==> src/design/iff_pkg.sv <==
package iff_pkg;

    localparam int CNT_BITS_DFLT = 32;
    localparam int OUT_CNT_W     = 32;
    localparam int BUDGET_W      = 18;
    localparam int IN_DATA_W     = 136;
    localparam int OUT_DATA_W    = 200;
    localparam int CFG_INDEX_W   = 2;
    localparam int CFG_DATA_W    = 16;

    localparam logic [15:0] ETYPE_IPV4       = 16'h0800;
    localparam logic [15:0] ETYPE_IPV6       = 16'h86DD;
    localparam logic [15:0] MIN_ETH_BYTES    = 16'd14;
    localparam logic [15:0] MIN_IP6_BYTES    = 16'd54;
    localparam logic [15:0] MIN_IP4_BYTES    = 16'd34;
    localparam logic [16:0] ETH_HDR_BYTES    = 17'd14;
    localparam logic [3:0]  IHL_NO_OPTIONS   = 4'd5;
    localparam logic [15:0] MIN_TOO_BIG_TLEN = 16'd28;
    localparam logic [2:0]  TLEN_ALIGN_LOW   = 3'd4;
    localparam logic [63:0] WINDOW_NS        = 64'd1_000_000_000;

    typedef enum logic [1:0] {
        VERDICT_PASS  = 2'd0,
        VERDICT_DROP  = 2'd1,
        VERDICT_ABORT = 2'd2,
        VERDICT_TX    = 2'd3
    } t_verdict;

    typedef enum logic [3:0] {
        REASON_NONE        = 4'd0,
        REASON_ETH_SHORT   = 4'd1,
        REASON_IP6_SHORT   = 4'd2,
        REASON_IP6_LISTED  = 4'd3,
        REASON_NON_IP      = 4'd4,
        REASON_IP_LENGTH   = 4'd5,
        REASON_OPTIONS     = 4'd6,
        REASON_RESERVED    = 4'd7,
        REASON_IP_LISTED   = 4'd8,
        REASON_FRAGMENT    = 4'd9,
        REASON_BAD_PAYLOAD = 4'd10,
        REASON_REPLY_SENT  = 4'd11
    } t_reason;

    typedef enum logic [1:0] {
        CFG_DROP_FRAG    = 2'd0,
        CFG_SEND_TOO_BIG = 2'd1,
        CFG_REPLY_RATE   = 2'd2
    } t_cfg_index;

    typedef struct packed {
        logic [15:0] frame_length;
        logic [15:0] ether_type;
        logic [3:0]  header_words;
        logic [15:0] total_length;
        logic [15:0] fragment_word;
        logic        v4_source_listed;
        logic        v6_source_listed;
        logic [63:0] now_ns;
    } t_item;

    typedef struct packed {
        logic frame;
        logic header;
        logic v4;
        logic v6;
        logic frag;
        logic reply;
    } t_bump;

    typedef struct packed {
        t_verdict                   verdict;
        t_reason                    reason;
        t_bump                      bump;
        logic                       restart;
        logic                       budget_we;
        logic signed [BUDGET_W-1:0] budget_next;
    } t_decision;

    typedef struct packed {
        logic [OUT_CNT_W-1:0] replies_sent;
        logic [OUT_CNT_W-1:0] fragment_drops;
        logic [OUT_CNT_W-1:0] v6_listed_drops;
        logic [OUT_CNT_W-1:0] v4_listed_drops;
        logic [OUT_CNT_W-1:0] header_errors;
        logic [OUT_CNT_W-1:0] frame_errors;
    } t_counts;

endpackage

==> src/design/iff_decide.sv <==
module iff_decide
    import iff_pkg::*;
(
    input  t_item                       i_item,
    input  logic                        i_drop_frag,
    input  logic                        i_send_too_big,
    input  logic [CFG_DATA_W-1:0]       i_reply_rate,
    input  logic [63:0]                 i_window_start,
    input  logic signed [BUDGET_W-1:0]  i_budget,
    output t_decision                   o_dec
);

    logic [63:0]                w_elapsed;
    logic [16:0]                w_tlen_eth;
    logic                       w_reply_path;
    logic                       w_restart;
    logic signed [BUDGET_W-1:0] w_base;
    logic                       w_bad_payload;

    assign w_elapsed     = i_item.now_ns - i_window_start;
    assign w_tlen_eth    = {1'b0, i_item.total_length} + ETH_HDR_BYTES;
    assign w_reply_path  = i_send_too_big && (i_item.fragment_word[12:0] == 13'd0)
                           && i_item.fragment_word[13];
    assign w_restart     = w_elapsed > WINDOW_NS;
    assign w_base        = w_restart ? $signed({2'b00, i_reply_rate}) : i_budget;
    assign w_bad_payload = (i_item.total_length < MIN_TOO_BIG_TLEN)
                           || (i_item.total_length[2:0] != TLEN_ALIGN_LOW);

    always_comb begin
        o_dec             = '0;
        o_dec.verdict     = VERDICT_PASS;
        o_dec.reason      = REASON_NONE;
        o_dec.budget_next = w_base;
        if (i_item.frame_length < MIN_ETH_BYTES) begin
            o_dec.verdict    = VERDICT_ABORT;
            o_dec.reason     = REASON_ETH_SHORT;
            o_dec.bump.frame = 1'b1;
        end else if (i_item.ether_type == ETYPE_IPV6) begin
            if (i_item.frame_length < MIN_IP6_BYTES) begin
                o_dec.verdict    = VERDICT_ABORT;
                o_dec.reason     = REASON_IP6_SHORT;
                o_dec.bump.frame = 1'b1;
            end else if (i_item.v6_source_listed) begin
                o_dec.verdict = VERDICT_DROP;
                o_dec.reason  = REASON_IP6_LISTED;
                o_dec.bump.v6 = 1'b1;
            end
        end else if (i_item.ether_type != ETYPE_IPV4) begin
            o_dec.reason = REASON_NON_IP;
        end else if (i_item.frame_length < MIN_IP4_BYTES) begin
            o_dec.verdict    = VERDICT_ABORT;
            o_dec.reason     = REASON_IP_LENGTH;
            o_dec.bump.frame = 1'b1;
        end else if (i_item.header_words != IHL_NO_OPTIONS) begin
            o_dec.verdict     = VERDICT_DROP;
            o_dec.reason      = REASON_OPTIONS;
            o_dec.bump.header = 1'b1;
        end else if (w_tlen_eth > {1'b0, i_item.frame_length}) begin
            o_dec.verdict     = VERDICT_ABORT;
            o_dec.reason      = REASON_IP_LENGTH;
            o_dec.bump.header = 1'b1;
        end else if (i_item.fragment_word[15]) begin
            o_dec.verdict     = VERDICT_DROP;
            o_dec.reason      = REASON_RESERVED;
            o_dec.bump.header = 1'b1;
        end else if (i_item.v4_source_listed) begin
            o_dec.verdict = VERDICT_DROP;
            o_dec.reason  = REASON_IP_LISTED;
            o_dec.bump.v4 = 1'b1;
        end else if (i_drop_frag && (i_item.fragment_word[13:0] != 14'd0)) begin
            o_dec.bump.frag = 1'b1;
            o_dec.verdict   = VERDICT_DROP;
            o_dec.reason    = REASON_FRAGMENT;
            if (w_reply_path) begin
                o_dec.restart   = w_restart;
                o_dec.budget_we = w_restart;
                if (w_restart || (i_budget > 0)) begin
                    if (w_bad_payload) begin
                        o_dec.reason      = REASON_BAD_PAYLOAD;
                        o_dec.bump.header = 1'b1;
                    end else begin
                        o_dec.verdict     = VERDICT_TX;
                        o_dec.reason      = REASON_REPLY_SENT;
                        o_dec.bump.reply  = 1'b1;
                        o_dec.budget_we   = 1'b1;
                        o_dec.budget_next = w_base - 18'sd1;
                    end
                end
            end
        end
    end

endmodule

==> src/design/iff_stats.sv <==
module iff_stats
    import iff_pkg::*;
#(
    parameter int COUNTER_BITS = CNT_BITS_DFLT
) (
    input  logic    i_clk,
    input  logic    i_rst_n,
    input  logic    i_commit,
    input  t_bump   i_bump,
    output t_counts o_next
);

    localparam int NUM_CNT = 6;

    logic [COUNTER_BITS-1:0] r_cnt [NUM_CNT];
    logic [COUNTER_BITS-1:0] n_cnt [NUM_CNT];
    logic [NUM_CNT-1:0]      w_inc;

    assign w_inc = {i_bump.reply, i_bump.frag, i_bump.v6,
                    i_bump.v4, i_bump.header, i_bump.frame};

    always_comb begin
        for (int k = 0; k < NUM_CNT; k++) begin
            n_cnt[k] = r_cnt[k] + COUNTER_BITS'(w_inc[k] & i_commit);
        end
    end

    always_ff @(posedge i_clk) begin
        if (!i_rst_n) begin
            for (int k = 0; k < NUM_CNT; k++) begin
                r_cnt[k] <= '0;
            end
        end else begin
            for (int k = 0; k < NUM_CNT; k++) begin
                r_cnt[k] <= n_cnt[k];
            end
        end
    end

    assign o_next.frame_errors    = OUT_CNT_W'(n_cnt[0]);
    assign o_next.header_errors   = OUT_CNT_W'(n_cnt[1]);
    assign o_next.v4_listed_drops = OUT_CNT_W'(n_cnt[2]);
    assign o_next.v6_listed_drops = OUT_CNT_W'(n_cnt[3]);
    assign o_next.fragment_drops  = OUT_CNT_W'(n_cnt[4]);
    assign o_next.replies_sent    = OUT_CNT_W'(n_cnt[5]);

endmodule

==> src/design/ingress_fragment_filter.sv <==
// Channel  | Dir | Beat contents
// s_axis   | in  | one packet's parsed header fields, drop-list flags, timestamp
// m_axis   | out | verdict, reason and the six counters after this packet
// cfg      | in  | register write: drop_fragments, send_too_big, replies_per_second
//
// One beat per cycle in each direction while m_axis is not stalled; a decision
// passes from its input beat through the input register, then the result register.
// The decision, counter update and reply-window update sit between those two
// registers. Reset clears configuration, counters, window and both valids.
// A stalled result holds; the input register still takes a beat while the
// result register drains in the same cycle.
module ingress_fragment_filter
    import iff_pkg::*;
#(
    parameter int COUNTER_BITS = CNT_BITS_DFLT
) (
    input  logic                   i_clk,
    input  logic                   i_rst_n,
    input  logic                   s_axis_tvalid,
    output logic                   s_axis_tready,
    // frame_length, ether_type, header_words, total_length, fragment_word,
    // v4_source_listed, v6_source_listed, now_ns, zero pad
    input  logic [IN_DATA_W-1:0]   s_axis_tdata,
    output logic                   m_axis_tvalid,
    input  logic                   m_axis_tready,
    // verdict, reason, frame_errors, header_errors, v4_listed_drops,
    // v6_listed_drops, fragment_drops, replies_sent, zero pad
    output logic [OUT_DATA_W-1:0]  m_axis_tdata,
    input  logic                   i_cfg_we,
    input  logic [CFG_INDEX_W-1:0] i_cfg_index,
    input  logic [CFG_DATA_W-1:0]  i_cfg_data
);

    t_item                      w_item;
    t_decision                  w_dec;
    t_counts                    w_counts;
    logic                       w_advance;

    logic                       r_in_valid;
    t_item                      r_item;
    logic                       r_out_valid;
    t_verdict                   r_verdict;
    t_reason                    r_reason;
    t_counts                    r_counts;
    logic                       r_drop_frag;
    logic                       r_send_too_big;
    logic [CFG_DATA_W-1:0]      r_reply_rate;
    logic [63:0]                r_win_start;
    logic signed [BUDGET_W-1:0] r_budget;

    assign w_item.frame_length     = s_axis_tdata[15:0];
    assign w_item.ether_type       = s_axis_tdata[31:16];
    assign w_item.header_words     = s_axis_tdata[35:32];
    assign w_item.total_length     = s_axis_tdata[51:36];
    assign w_item.fragment_word    = s_axis_tdata[67:52];
    assign w_item.v4_source_listed = s_axis_tdata[68];
    assign w_item.v6_source_listed = s_axis_tdata[69];
    assign w_item.now_ns           = s_axis_tdata[133:70];

    assign w_advance     = r_in_valid && (!r_out_valid || m_axis_tready);
    assign s_axis_tready = !r_in_valid || w_advance;

    iff_decide u_decide (
        .i_item         (r_item),
        .i_drop_frag    (r_drop_frag),
        .i_send_too_big (r_send_too_big),
        .i_reply_rate   (r_reply_rate),
        .i_window_start (r_win_start),
        .i_budget       (r_budget),
        .o_dec          (w_dec)
    );

    iff_stats #(
        .COUNTER_BITS (COUNTER_BITS)
    ) u_stats (
        .i_clk    (i_clk),
        .i_rst_n  (i_rst_n),
        .i_commit (w_advance),
        .i_bump   (w_dec.bump),
        .o_next   (w_counts)
    );

    always_ff @(posedge i_clk) begin
        if (!i_rst_n) begin
            r_drop_frag    <= 1'b0;
            r_send_too_big <= 1'b0;
            r_reply_rate   <= '0;
        end else if (i_cfg_we) begin
            case (i_cfg_index)
                CFG_DROP_FRAG:    r_drop_frag    <= i_cfg_data[0];
                CFG_SEND_TOO_BIG: r_send_too_big <= i_cfg_data[0];
                CFG_REPLY_RATE:   r_reply_rate   <= i_cfg_data;
                default: begin
                end
            endcase
        end
    end

    always_ff @(posedge i_clk) begin
        if (!i_rst_n) begin
            r_in_valid  <= 1'b0;
            r_out_valid <= 1'b0;
            r_win_start <= '0;
            r_budget    <= '0;
        end else begin
            if (s_axis_tready) begin
                r_in_valid <= s_axis_tvalid;
            end
            if (w_advance) begin
                r_out_valid <= 1'b1;
            end else if (m_axis_tready) begin
                r_out_valid <= 1'b0;
            end
            if (w_advance && w_dec.restart) begin
                r_win_start <= r_item.now_ns;
            end
            if (w_advance && w_dec.budget_we) begin
                r_budget <= w_dec.budget_next;
            end
        end
    end

    always_ff @(posedge i_clk) begin
        if (s_axis_tready && s_axis_tvalid) begin
            r_item <= w_item;
        end
        if (w_advance) begin
            r_verdict <= w_dec.verdict;
            r_reason  <= w_dec.reason;
            r_counts  <= w_counts;
        end
    end

    assign m_axis_tvalid = r_out_valid;
    assign m_axis_tdata  = {2'b00, r_counts, r_reason, r_verdict};

endmodule
==> config.mk <==
export PLATFORM = sky130hd
export DESIGN_NAME = ingress_fragment_filter
export DESIGN_NICKNAME = d
export VERILOG_FILES = /design/src/design/iff_pkg.sv /design/src/design/iff_decide.sv /design/src/design/iff_stats.sv /design/src/design/ingress_fragment_filter.sv
export SDC_FILE = /design/constraint.sdc
export NUM_CORES = 1
export LEC_CHECK = 0
export BUFFER_PORTS_ARGS = -buffer_cell sky130_fd_sc_hd__buf_2
export CORE_UTILIZATION = 35
export DETAILED_ROUTE_END_ITERATION = 16
export GPL_TIMING_DRIVEN = 0
export SLEW_MARGIN = 40
export SYNTH_ARGS = -nofsm -noshare
export SYNTH_HDL_FRONTEND = slang
export SYNTH_HIERARCHICAL = 1
export SYNTH_SLANG_ARGS = --single-unit
==> constraint.sdc <==
create_clock -name i_clk -period 11.03 [get_ports i_clk]
set_input_delay 2.7575 -clock i_clk [delete_from_list [all_inputs] [get_ports i_clk]]
set_output_delay 2.7575 -clock i_clk [all_outputs]
set_load 0.03 [all_outputs]
==> impl_results.md, run 1 <==
- Status: completed
- Max VDD drop: 0.121 mV
- Initial antenna violation count: 16
- Relative slew slack: a little under half
- HP Class: register to register
- FMAX: ~0.15 GHz
- CP arrival: 7280 ps
- Worst Reg-to-Reg Cells: 23
- H-tree levels: 3
- Die area: 91800 um^2
- Vias per cell: slightly above 5
- Mean post-synth cell area: 10.0 um^2
- Drt wl/cell: about 18 um
- Area of the multi-input gates: roughly 15000 um^2
- Port Buf Inserts: around 350
- Clock Path Buffers: 3
- Clock transition at path regs: around 60 ps
- CP endpoint kind: register
- DRC: 0
- Hold_ws: 455 ps
- Worst Hold Path Cells: 2
- NumNets Final: a little under 4000
- Root Driver: clkbuf_16
- Die H: between 300 and 400 um
- Site Rows: 110
- Top Ports: roughly 360
- Final-report hold violation count: 0
- Final-report max-slew violation count: 0
- # setup viols final: 0
- Max Cap Viol: 0
- Core Footprint: 89900 um^2
- Gr usage total: between 10% and 20%
- Fraction of layout cells with a size suffix above 1: between 15 and 20%
- Worst endpoint required time: between 10000 and 15000 ps
- Clock Latency Late Sink: about 680 ps
- Min Tclk post-route: 6870 ps
- Dpl ws: 4200 ps
- CTS buffer count: 74
- Ys Warns: 6
- CTS tree: built
- Detailed Route WL: 88.3 mm
- Startpoint Class: register
- Vias in the first global route: 23994
- DP Wirelength: about 69 mm
- Initial Utilization: about a third
- Syn Inst Count: between 3000 and 4000
- Layout fillers: 8813
- DR iter-0 viols: 1573
- Area growth syn-to-layout: 19.0%
- Clock skew: between 40 and 50 ps
- Critical path class: register to register
- Final WS setup: approximately 4200 ps
- Tcrit/Tclk final: between 60% and 70%
- DR vias: 25132
- Critical path fanouts, max: 9
- Setup bufs post-CTS: 0
- Static leakage: about 0.014 uW
- Pwr Density: between 100 and 150 nW/um^2
- Routed Antenna Nets: 0
- Post-Route Utilization: a little over two fifths
- Total gr overflow: 0
- Count of hold-fix buffers inserted at cts: 0
- First-pass iteration count of the detailed router: 6
- Worst-margin pin slew: 780 ps
- Die W: just over 300 um
- Post-route setup TNS: 0 ps
- Synthesized area: roughly 32000 um^2
- Placer Congestion: between 0.9 and 1
- Clk sink count: ~630
- FF/Latch Area: around 16000 um^2
- First-pass GRT wire length: 134 mm
- Cts repair resizes: 0
- Pin count of the biggest net entering global routing: 47
- Setup repair after global routing missed its margin: no
[stage by stage]
stage / total power, uW / area (um^2) / cells
6_report: 5540 / 37700 / 4846
5_1_grt: 5760 / 37700 / 4844
4_1_cts: 5610 / 37700 / 4842
3_5_place_dp: 3080 / 35200 / 4704
3_3_place_gp: 3090 / 34900 / 4695
2_1_floorplan: 2910 / 31700 / 3165
[power breakdown]
| part | internal, uW | switching, uW | total (uW) |
|---|---|---|---|
| combinational | 152 | 330 | 482 |
| clock | 1460 | 1040 | 2500 |
| sequential | 2520 | 34.3 | 2550 |
| total | 4130 | 1400 | 5540 |
[sequential cells by signal, summed over array words and instances (netlist names)]
name	flops
r_item	133
u_stats/r_cnt	192
r_reason	4
m_axis_tvalid	1
m_axis_tdata	192
r_reply_rate	16
r_in_valid	1
r_send_too_big	1
r_verdict	2
r_win_start	64
r_budget	18
r_drop_frag	1
[layout by cell type, fill, tap and decap left out, types with 33 or more instances in the layout]
cell type    n
and4_1      34
nand2b_1    63
ha_1        95
and2_1     101
nand4_1    119
mux2i_1    161
clkbuf_1    93
inv_1      121
edfxtp_1   331
nor3_1      71
dfxtp_1    294
nand2_1    460
or3_1       40
nor4_1      43
buf_2      382
o21ai_0    124
nor2_1     120
xor2_1      85
xnor2_1    114
and3_1      33
nand3_1    115
a21oi_1    152
or4_1       37
clkbuf_16   74
[final cells by class]
type	instances	share of cell area [%]
flip-flops and latches	625	42.0
multi-input cells	2291	39.3
repair buffers	363	5.19
clock buffers	95	5.17
well taps	1176	3.90
plain buffers	127	1.75
clock inverters	43	1.48
inverters	122	1.21
diodes	4	0.0265
[per-layer routing]
| metal | routed length (um) | track usage (%) | vias up |
|---|---|---|---|
| met1 | 39000 | 24.3 | 11823 |
| met3 | 6280 | 4.71 | 151 |
| met4 | 2340 | 6.72 | 20 |
| li1 | - | - | 12414 |
| met2 | 40600 | 30.7 | 724 |
| met5 | 116 | 0 | - |
[critical path: stages (launching register included)]
cell and delay (ps):
edfxtp_1 400, ha_1 300, clkbuf_1 250, a21oi_1 350, o21ai_0 310, a21oi_1 500, o22ai_1 170, a311oi_1 270
nand4_1 170, or4_1 490, or4_1 520, nor3_1 380, and4b_1 310, buf_6 190, nand2_4 80, a31oi_1 170
nor2_1 120, and2_1 190, ha_1 250, ha_1 310, and4_1 230, clkbuf_1 210, and4bb_2 330, xnor2_1 140
[worst paths after layout]
kind	slack, ps	start	to
worst max-delay path	4160	r_item[44]	m_axis_tdata[64]
worst min-delay path	460	r_win_start[40]	r_win_start[40]
worst max register to register	4160	r_item[44]	m_axis_tdata[64]
worst min register to register	460	r_win_start[40]	r_win_start[40]
Note: power is estimated with default switching activity, not from simulation.
==> run 2: changes to the inputs <==
==> constraint.sdc (replaced) <==
create_clock -name i_clk -period 6 [get_ports i_clk]
set_input_delay 1.5 -clock i_clk [delete_from_list [all_inputs] [get_ports i_clk]]
set_output_delay 1.5 -clock i_clk [all_outputs]
set_load 0.03 [all_outputs]
==> run 2 against run 1 <==
Register-to-register slack got worse by 4000 ps. Setup slack lost 4000 ps. Non-clock buffer count increased by 16. Final area rose by 1.2%. Largest power group unchanged.
==> impl_results.md, run 2 (synthesis results as in run 1) <==
- NumNets Final: about 3900
- Setup repair after global routing missed its margin: no
- Port Buf Inserts: 354
- H-tree levels: 3
- DR iter-0 viols: ~1600
- Post-Route Utilization: a little over two fifths
- Net Sw Power: approximately 2500 uW
- Initial Utilization: about a third
- Max VDD drop: roughly 0.24 mV
- Static leakage: 0.0143 uW
- Tot Pwr: between 10000 and 15000 uW
- Worst-margin pin slew: between 800 and 900 ps
- Critical path class: register to register
- Worst Reg-to-Reg Cells: 22
- CP arrival: ~6200 ps
- DR vias: around 25000
- Initial antenna violation count: 17
- Reg2reg setup slack: ~160 ps
- Max Cap Viol: 0
- Drt wl/cell: roughly 18 um
- Vias per cell: approximately 5.2
- Comb power frac: under 10%
- Vias in the first global route: 23921
- Clk sink count: roughly 630
- CP Launch Point: r_item[31]
- Clock Path Buffers: 3
- Root Driver: clkbuf_16
- Die W: approximately 300 um
- Most frequent cells in the layout: nand2_1 (460), buf_2 (382), edfxtp_1 (331)
- Post-Layout Inst Area: approximately 38000 um^2
- Clock power share: approximately 44%
- Status: completed
- Startpoint Class: register
- FMAX: between 0.15 and 0.2 GHz
- Dpl ws: -892 ps
- HP Class: register to register
- CTS buffer count: 73
- CP endpoint kind: register
- Die H: around 300 um
- Reg2reg start: r_item[31]
- Top Ports: about 360
- Switching portion of total power: about 25%
- Pin count of the biggest net entering global routing: 43
- Critical path fanouts, max: 8
- Area growth syn-to-layout: 20.4%
- Routed Antenna Nets: 0
- Final-report max-slew violation count: 0
- DP Area: about 35000 um^2
- Min Tclk post-route: ~5800 ps
- Die area: 91800 um^2
- Tcrit/Tclk final: 97.3%
- Clock Latency Late Sink: ~640 ps
- Detailed Route WL: a little under 90 mm
- Count of hold-fix buffers inserted at cts: 0
- Pwr Density: 263 nW/um^2
- Reg2reg end: m_axis_tdata[64]
- First-pass GRT wire length: 136 mm
- Final-report hold violation count: 0
- Worst Hold Path Cells: 2
- Core Footprint: around 90000 um^2
- Worst endpoint required time: 6390 ps
- Total gr overflow: 0
- Gr usage total: roughly a fifth
- Worst setup path end: m_axis_tdata[64]
- Final WS setup: ~160 ps
- Relative slew slack: a little under half
- DRC: 0
- Int Pwr: approximately 7500 uW
- Seq pwr share: a little under half
- Clock transition at path regs: about 60 ps
- DP Wirelength: roughly 69 mm
- # setup viols final: 0
- CTS tree: built
- Most common cell after layout, fill and taps aside: nand2_1
- First-pass iteration count of the detailed router: 7
- Clock skew: approximately 25 ps
- Site Rows: between 100 and 150
- Fraction of layout cells with a size suffix above 1: a little under a fifth
- Placer Congestion: slightly below 1
==> run 2: metal layers <==
layer	GRT usage, %	wire length, um
met4	5.95	2310
met2	30.9	40800
met3	4.18	5660
met1	25.3	40100
met5	0	111
==> run 2: worst min-delay path by stage <==
stage,start,end,slack (ps)
after floorplan,r_win_start[10],r_win_start[10],430
after global placement,r_win_start[28],r_win_start[28],440
after detailed placement,r_win_start[46],r_win_start[46],450
after CTS,r_win_start[39],r_win_start[39],460
after global routing,r_win_start[13],r_win_start[13],470
final,r_win_start[39],r_win_start[39],450
==> run 2: critical path, stage by stage (launching register included) <==
cell       delay [ps]
edfxtp_1          440
ha_1              300
buf_2             230
nand4_1           280
nor3_4            280
and3_1            290
nand2_1           130
a21oi_2           190
a2111oi_1          80
or4_1             540
or4_1             560
nor3_4            180
and4b_1           290
buf_6             150
nand2_4            60
a31oi_1           200
nor2_2            100
and2_1            190
ha_2              220
ha_4              190
and4_4            230
and4bb_2          270
xnor2_1           140
==> run 2: per-stage QoR <==
| step | std cells | hold slack [ps] | setup TNS (ps) |
|---|---|---|---|
| after global placement | 4695 | 442 | -291680 |
| after CTS | 4841 | 455 | 0 |
| final | 4861 | 452 | 0 |
| after global routing | 4856 | 469 | 0 |
| after detailed placement | 4704 | 447 | -29490 |
| after floorplan | 3165 | 435 | 0 |
==> run 2: layout make-up <==
class                      instances  area, um^2
antenna                            7        17.5
buffer                           117         634
clock buffer                      97        2020
clock inverter                    37         393
fill                            8768       51700
inverter                         122         458
multi-input combinational       2291       15200
sequential                       625       15800
tap                             1176        1470
timing repair buffer             389        2150
==> run 2: repair_timing <==
action / 4_1_cts / 5_1_grt
gates resized for setup: 50 / 62
pin swaps: 11 / 19
setup endpoints to repair: 109 / 103
hold endpoints to repair: 0 / 0
buffers inserted: 5 / 21
==> run 2: power groups by stage <==
stage	clock network, uW	logic [uW]	registers, uW
after floorplan	0	432	4900
after global placement	0	861	4800
after detailed placement	0	883	4780
after CTS	4590	899	4690
after global routing	4740	1010	4700
final	4440	922	4690
==> run 3: changes to the inputs <==
--- a/config.mk
+++ b/config.mk
@@ -9,6 +9,7 @@
 export CORE_UTILIZATION = 35
 export DETAILED_ROUTE_END_ITERATION = 16
 export GPL_TIMING_DRIVEN = 0
+export MAX_ROUTING_LAYER = met4
 export SLEW_MARGIN = 40
 export SYNTH_ARGS = -nofsm -noshare
 export SYNTH_HDL_FRONTEND = slang
==> run 3 against run 2 <==
Final cell count rose by 0.25%. Clock power hardly changed. Setup slack worse by 84 ps. Power decreased by 0.36%. Critical endpoint unchanged. First-iteration DRC count is 6.0% lower. Worst hold slack better by 3.4 ps. Register-to-register slack got worse by 80 ps. Maximum frequency down 1.4%. Critical path type unchanged. Die area unchanged.
==> impl_results.md, run 3 (synthesis results as in run 1) <==
- Status: completed
- H-tree levels: 3
- Initial antenna violation count: 18
- # setup viols final: 0
- Worst-margin pin slew: roughly 780 ps
- Tot Pwr: roughly 10000 uW
- Critical path fanouts, max: 8
- Final-report hold violation count: 0
- Die W: about 300 um
- CTS buffer count: about 70
- Fraction of layout cells with a size suffix above 1: between 10% and 20%
- Startpoint Class: register
- HP Class: register to register
- Placer Congestion: between 0.9 and 1
- Count of hold-fix buffers inserted at cts: 0
- Most frequent cells in the layout: nand2_1 (459), buf_2 (378), edfxtp_1 (331)
- Drt wl/cell: 18.3 um
- Layout fillers: about 8700
- Most common cell after layout, fill and taps aside: nand2_1
- Core Footprint: between 80000 and 90000 um^2
- Pwr Density: 262 nW/um^2
- Clk sink count: 625
- Clock skew: ~36 ps
- Final-report max-slew violation count: 0
- Max VDD drop: approximately 0.22 mV
- Area of the multi-input gates: between 15000 and 20000 um^2
- Critical path class: register to register
- Static leakage: 0.0143 uW
- Non-filler cells, final: a little under 5000
- Gr usage total: between 10% and 20%
- Tcrit/Tclk final: around 99%
- Min Tclk post-route: 5920 ps
- Max Cap Viol: 0
- Pin count of the biggest net entering global routing: between 40 and 50
- DRC: 0
- Initial Utilization: between 30% and 40%
- Placed cell count: 4704
- DR vias: between 20000 and 30000
- NumNets Final: ~3900
- CP endpoint kind: register
- CTS tree: built
- Port Buf Inserts: between 300 and 400
- Clock transition at path regs: about 60 ps
- CP Launch Point: r_item[32]
- Root Driver: clkbuf_16
- Min-Delay Startpoint: r_win_start[34]
- Hold_ws: 456 ps
- FF/Latch Area: roughly 16000 um^2
- Worst endpoint required time: approximately 6400 ps
- Relative slew slack: slightly below 50%
- Reg2reg start: r_item[32]
- DP Wirelength: just under 70 mm
- CP arrival: 6320 ps
- Site Rows: 110
- Total gr overflow: 0
- Die area: about 92000 um^2
- Area growth syn-to-layout: 20.7%
- Routed Antenna Nets: 0
- Detailed Route WL: slightly below 90 mm
- Vias in the first global route: 24086
- Vias per cell: between 5 and 6
- First-pass GRT wire length: about 140 mm
- Clock Path Buffers: 3
- Clock Latency Late Sink: around 660 ps
- DR iter-0 viols: between 1500 and 2000
- First-pass iteration count of the detailed router: 5
- Top Ports: between 300 and 400
- Die H: between 300 and 400 um
- Post-route setup TNS: 0 ps
- FMAX: around 0.17 GHz
==> run 3: cell count changes in the layout (fill, tap and decap cells not counted), sizes merged <==
cell / before / now
clkinv: 21 / 34
inv: 128 / 129
buf: 438 / 437
clkbuf: 165 / 158
diode: 7 / 13
bufinv: 5 / 6
clkinvlp: 5 / 4
==> run 3: final timing paths <==
check                     end  slack, ps  cells after the start
max reg2reg  m_axis_tdata[64]         80                     21
min reg2reg   r_win_start[34]        460                      2
max          m_axis_tdata[64]         80                     21
min           r_win_start[34]        460                      2
==> run 3: layer usage <==
metal | vias to the layer above | global-route usage (%) | share of wire [%]
li1 | 12502 | - | -
met1 | 12105 | 25.2 | 45
met2 | 704 | 31.6 | 46
met3 | 105 | 3.99 | 6.4
met4 | 0 | 5.41 | 2.0
met5 | - | - | 0
==> run 3: timing repair <==
action / in CTS / in global routing
endpoints found under the setup margin: 120 / 116
cloned: 0 / 0
gates resized for setup: 44 / 77
buffers inserted: 6 / 23
pin swaps: 10 / 26
==> run 3: cell type report <==
class / instances / share of cell area (%)
Sequential cell: 625 / 41.4
Multi-Input combinational cell: 2291 / 39.9
Timing Repair Buffer: 392 / 5.67
Clock buffer: 83 / 4.82
Tap cell: 1176 / 3.85
Buffer: 120 / 1.71
Clock inverter: 51 / 1.37
Inverter: 122 / 1.20
Antenna cell: 13 / 0.0850
==> run 3: per-stage QoR <==
step           cell area, um^2  setup WS, ps  utilization (%)
3_3_place_gp             35000         -1270             38.9
5_1_grt                  38300         -85.9             42.6
6_report                 38300          79.7             42.6
3_5_place_dp             35200          -967             39.1
4_1_cts                  37700          32.7             42.0
2_1_floorplan            31700           467                -
==> run 3: where the power goes <==
part | leakage, uW | switching [uW] | total [uW] | internal (uW)
Sequential | 0.00542 | 64.3 | 4690 | 4630
Clock | 0.00115 | 1900 | 4410 | 2510
Combinational | 0.00771 | 626 | 922 | 296
Total | 0.0143 | 2590 | 10000 | 7430
==> run 3: worst max-delay path, cell delays in order, from the launching register on <==
cell and delay, ps:
edfxtp_1 440, ha_1 450, a21oi_2 300, o21ai_0 240, a21oi_1 240, o31ai_1 150, a311oi_1 310, nand4_1 170
or4_1 500, or4_4 550, nor3_4 240, and4b_1 270, buf_6 160, nand2_4 70, a31oi_1 210, nor2_2 100
and2_1 210, ha_4 200, ha_4 180, and4_4 230, and4bb_2 280, xnor2_1 150
